$ cat src/rtl/core/tsad_pkg.sv
package tsad_pkg;

   // Geometry and field widths
   localparam int GRID_SIDE_DEF = 32;
   localparam int COORD_W       = 5;
   localparam int CHAN_W        = 8;
   localparam int PIX_W         = 3 * CHAN_W;
   localparam int SUM_W         = 20;
   localparam int DIFF_W        = CHAN_W + 2;
   localparam int ORIENT_W      = 3;
   localparam int NUM_ORIENT    = 8;
   localparam int CSR_IDX_W     = 1;

   localparam logic [SUM_W-1:0]    SUM_CAP       = 20'hFFFFF;
   localparam logic [SUM_W-1:0]    MAX_SAD_RESET = 20'd783360;
   localparam logic [ORIENT_W-1:0] ORIENT_FIRST  = 3'd0;
   localparam logic [ORIENT_W-1:0] ORIENT_LAST   = 3'd7;

   // Input item kinds
   localparam logic MODE_LOAD = 1'b0;
   localparam logic MODE_CAND = 1'b1;

   // Configuration register map
   typedef enum logic [CSR_IDX_W-1:0] {
      CSR_MAX_SAD    = 1'b0,
      CSR_ALL_ORIENT = 1'b1
   } csr_index_type;

   // Controller states
   typedef enum logic [2:0] {
      ST_IDLE,
      ST_READ,
      ST_DRAIN,
      ST_SEARCH,
      ST_EMIT
   } state_type;

   // Controller to datapath
   typedef struct packed {
      logic                ref_write;
      logic                cand_load;
      logic                rd_en;
      logic [ORIENT_W-1:0] rd_orient;
      logic                srch_en;
      logic [ORIENT_W-1:0] srch_idx;
      logic                emit;
   } cmd_type;

   // Datapath to controller
   typedef struct packed {
      logic req_cand;
      logic req_inside;
      logic req_last;
      logic out_busy;
   } status_type;

   function automatic logic [CHAN_W-1:0] abs_diff(input logic [CHAN_W-1:0] a,
                                                  input logic [CHAN_W-1:0] b);
      abs_diff = (a > b) ? (a - b) : (b - a);
   endfunction

endpackage

$ cat src/rtl/core/tsad_ctrl.sv
module tsad_ctrl (
   input  logic                 clock,
   input  logic                 reset,
   input  logic                 req_valid,
   output logic                 req_ready,
   input  logic                 all_orient,
   input  tsad_pkg::status_type status,
   output tsad_pkg::cmd_type    cmd
);
   import tsad_pkg::*;

   state_type           state_ff, state_in;
   logic [ORIENT_W-1:0] cnt_ff, cnt_in;
   logic                last_ff, last_in;
   logic                accept;

   assign req_ready = (state_ff == ST_IDLE);
   assign accept    = req_valid && req_ready;

   // Next state
   always_comb begin
      state_in = state_ff;
      cnt_in   = cnt_ff;
      last_in  = last_ff;
      unique case (state_ff)
         ST_IDLE: begin
            cnt_in = ORIENT_FIRST;
            if (accept && status.req_cand) begin
               last_in = status.req_last;
               if (status.req_inside) begin
                  state_in = ST_READ;
               end else if (status.req_last) begin
                  state_in = ST_SEARCH;
               end
            end
         end
         ST_READ: begin
            cnt_in = cnt_ff + 1'b1;
            if (cnt_ff == ORIENT_LAST) begin
               state_in = ST_DRAIN;
            end
         end
         ST_DRAIN: begin
            cnt_in   = ORIENT_FIRST;
            state_in = last_ff ? ST_SEARCH : ST_IDLE;
         end
         ST_SEARCH: begin
            cnt_in = cnt_ff + 1'b1;
            if (cnt_ff == ORIENT_LAST || !all_orient) begin
               state_in = ST_EMIT;
            end
         end
         ST_EMIT: begin
            if (!status.out_busy) begin
               state_in = ST_IDLE;
            end
         end
         default: state_in = ST_IDLE;
      endcase
   end

   // Commands
   always_comb begin
      cmd           = '0;
      cmd.rd_orient = cnt_ff;
      cmd.srch_idx  = cnt_ff;
      unique case (state_ff)
         ST_IDLE: begin
            cmd.ref_write = accept && !status.req_cand && status.req_inside;
            cmd.cand_load = accept && status.req_cand;
         end
         ST_READ:   cmd.rd_en   = 1'b1;
         ST_DRAIN:  ;
         ST_SEARCH: cmd.srch_en = 1'b1;
         ST_EMIT:   cmd.emit    = !status.out_busy;
         default:   ;
      endcase
   end

   always_ff @(posedge clock) begin
      if (reset) begin
         state_ff <= ST_IDLE;
         cnt_ff   <= ORIENT_FIRST;
         last_ff  <= 1'b0;
      end else begin
         state_ff <= state_in;
         cnt_ff   <= cnt_in;
         last_ff  <= last_in;
      end
   end

endmodule

$ cat config.mk
export PLATFORM = sky130hd
export DESIGN_NAME = tsad_ctrl
export DESIGN_NICKNAME = d
export VERILOG_FILES = /design/src/rtl/core/tsad_pkg.sv /design/src/rtl/core/tsad_ctrl.sv
export SDC_FILE = /design/constraint.sdc
export NUM_CORES = 1
export LEC_CHECK = 0
export ABC_AREA = 1
export BUFFER_PORTS_ARGS = -buffer_cell sky130_fd_sc_hd__buf_4
export CORE_AREA = 5 5 42 44
export DETAILED_ROUTE_END_ITERATION = 8
export DIE_AREA = 0 0 47 49
export PLACE_DENSITY = 0.7
export SLEW_MARGIN = 20
export SYNTH_ARGS = -nofsm -noshare
export SYNTH_HDL_FRONTEND = slang
export SYNTH_SLANG_ARGS = --single-unit
$ cat constraint.sdc
create_clock -name clock -period 1.9 [get_ports clock]
set_clock_uncertainty 0.1 [all_clocks]
set_input_delay 0.19 -clock clock [delete_from_list [all_inputs] [get_ports clock]]
set_output_delay 0.19 -clock clock [all_outputs]
set_load 0.005 [all_outputs]
==> load_flow_metrics.sql <==
INSERT INTO impl_metrics (metric_group, metric, value, unit) VALUES
('global_routing', 'grt_overflow', '0', ''),
('place', 'hpwl', '818', 'um'),
('critical_path', 'arrival', '1.32', 'ns'),
('critical_path', 'rr_startpoint', 'cnt_ff[0]$_SDFFE_PP0P_', ''),
('place', 'dpl_worst_slack', '0.510', 'ns'),
('layout', 'syn2layout_area_growth', '37.2', '%'),
('route', 'drc', '0', ''),
('pwr', 'irDropWorstVdd', '0.000407', 'V'),
('yosys', 'area_of_the_mapped_netlist', '448', 'sq um'),
('timing', 'setup_viol_count_final', '0', ''),
('critical_path', 'worstRegToRegCells', '8', ''),
('critical_path', 'cp_max_fo', '7', ''),
('yosys', 'yosys_warnings', '0', ''),
('flow_run', 'max_cap_violations', '0', ''),
('route', 'drt_wl_total', '965', 'um'),
('cts', 'cts_buffer_depth', '2', ''),
('yosys', 'largest_cells_by_area_after_synthesis', 'dfxtp_1 (31%), inv_1 (9.2%), nand3_1 (8.9%)', ''),
('pwr', 'netSwitchingPower', '257', 'uW'),
('cts', 'htreeDepth', '1', ''),
('floorplanning', 'top_level_ports', '20', ''),
('cts', 'cts_tree', 'done', ''),
('floorplanning', 'chip_width', '47', 'um'),
('layout', 'final_layout_size_suffix_gt1_share', '37.6', '%'),
('cts', 'postCtsSetupBuffers', '0', ''),
('critical_path', 'crit_required', '1.61', 'ns'),
('route', 'drt_iter0_drc', '3', ''),
('critical_path', 'worst-setup-path-type', 'reg -> out', ''),
('yosys', 'synth-async-reset-ratio', '0', '%'),
('timing', 'final_period_minus_worst_setup_slack', '1.61', 'ns'),
('cts', 'clock_pin_transition_on_the_worst_setup_and_hold_timing_paths', '0.05', 'ns'),
('cts', 'cts_root_buf', 'clkbuf_4', ''),
('place', 'global_placer_s_final_weighted_congestion', '0.744', ''),
('timing', 'period_share', '85.0', '%'),
('floorplanning', 'die_h', '49', 'um'),
('timing', 'final-hold-violation-count', '0', ''),
('cts', 'postCtsResizedCells', '0', ''),
('yosys', 'synth_seq_cells', '7', ''),
('timing', 'final_max_slew_viol_count', '0', ''),
('route', 'via_count', '457', ''),
('yosys', 'synth_top_cells_by_count', 'inv_1 (11), nand2_1 (10), nand3_1 (8)', ''),
('place', 'placed_cells', '97', ''),
('global_routing', 'grt_start_max_net_pins', '8', ''),
('yosys', 'syn_avg_cell_area', '6.89', 'sq um'),
('timing', 'setup_ws', '0.285', 'ns'),
('global_routing', 'global_route_wire_length_before_repair', '1.55', 'mm'),
('pwr', 'combinationalPowerShare', '47.7', '%'),
('min_path', 'worstHoldPathType', 'in -> reg', ''),
('critical_path', 'worst_r2r_endpoint', 'state_ff[2]$_SDFFE_PP0P_', ''),
('layout', 'layout.nets', '96', ''),
('critical_path', 'r2r_slack', '0.50', 'ns'),
('min_path', 'min_delay_path_depth', '2', ''),
('yosys', 'synth.most_common_cell', 'inv_1', ''),
('route', 'detail_route.wl_per_cell', '9.55', 'um'),
('critical_path', 'critPathCaptureType', 'primary output', ''),
('yosys', 'synth_top_flop_cell', 'dfxtp_1', ''),
('timing', 'max_slew.worst_pin.slew', '0.287', 'ns'),
('yosys', 'synthDistinctLibCells', '17', ''),
('floorplanning', 'core_area', '1400', 'sq um'),
('min_path', 'holdCritStartpoint', 'reset', ''),
('pwr', 'sequential_fraction_of_design_power', '32.4', '%'),
('cts', 'cts_num_sinks', '7', ''),
('yosys', 'post_synthesis_sequential_area_ratio', '31.3', '%'),
('timing', 'max_clock_freq', '619', 'MHz'),
('route', 'drt_via_density', '4.52', ''),
('floorplanning', 'dieArea', '2300', 'sq um'),
('global_routing', 'track_usage', '9.03', '%'),
('pwr', 'p_per_area', '1070', 'nW/um^2'),
('pwr', 'leakagePower', '0.000313', 'uW'),
('run_status', 'run_status', 'complete, no violations', ''),
('yosys', 'synth.top_cell.area_share', '31.3', '%'),
('pwr', 'clock_network_fraction_of_design_power', '19.9', '%');
through the flow:
step	instance area [sq um]	hold WS (ns)	util, %	total power [uW]
after floorplan	448	0.159	-	418
after global placement	588	0.303	42.0	524
after detailed placement	588	0.311	42.0	529
after CTS	614	0.0532	43.8	660
after global routing	614	0.0487	43.8	717
final	614	0.0544	43.8	654
worst max-delay path by stage:
stage | start | end | slack [ns] | cells past startpoint
final | state_ff[2]$_SDFFE_PP0P_ | cmd[10] | 0.29 | 4
after global routing | state_ff[2]$_SDFFE_PP0P_ | cmd[10] | 0.18 | 4
after CTS | state_ff[2]$_SDFFE_PP0P_ | cmd[10] | 0.28 | 4
after detailed placement | cnt_ff[0]$_SDFFE_PP0P_ | state_ff[2]$_SDFFE_PP0P_ | 0.51 | 8
after global placement | cnt_ff[0]$_SDFFE_PP0P_ | state_ff[0]$_SDFFE_PP0P_ | 0.53 | 8
after floorplan | cnt_ff[0]$_SDFFE_PP0P_ | state_ff[0]$_SDFFE_PP0P_ | 0.58 | 9
sequential cells by signal (all words and copies together), names as in the netlist:
signal    flops
state_ff      3
cnt_ff        3
last_ff       1
cell usage in the layout (no fill, tap or decap), types with 3 or more instances in the layout:
master / netlist / final
nand2_1: 10 / 10
nor2_1: 5 / 5
a21oi_1: 5 / 5
inv_1: 11 / 11
dfxtp_1: 7 / 7
nor2_2: 3 / 3
buf_4: 3 / 19
clkbuf_4: 0 / 3
nand3_1: 8 / 8
metal layers:
| layer | part of all wire [%] | track usage, % |
|---|---|---|
| met1 | 44 | 11.1 |
| met2 | 50 | 13.6 |
| met3 | 5.3 | 3.32 |
| met4 | 1.3 | 4.15 |
| met5 | 0 | 0 |
area by class of cell:
class / count / area [sq um]
fill: 148 / 787
multi-input combinational: 42 / 236
timing repair buffer: 19 / 143
sequential: 7 / 140
inverter: 13 / 48.8
clock buffer: 4 / 26.3
tap: 16 / 20.0
cell families (layout without fill, tap and decap cells):
kind of cell,count (synthesis),in the layout,synth area share (%)
and+or+nand+nor,30,30,33.0
DFF,7,7,31.3
AOI/OAI and AO/OA,10,10,14.2
buffers and inverters,16,36,15.9
adders and majority gates,2,2,5.59
power by group through the flow:
stage	Sequential [uW]	Combinational [uW]	Clock, uW
2_1_floorplan	208	209	0
3_3_place_gp	213	311	0
3_5_place_dp	214	315	0
4_1_cts	211	316	133
5_1_grt	216	355	146
6_report	212	312	130
critical path, cell delays in order (launching register included):
cell and delay [ns]:
dfxtp_1 0.38, nor2_2 0.21, nand2_1 0.12, nor4_1 0.20, buf_4 0.16
No activity file was read; power rests on OpenSTA's default activity.
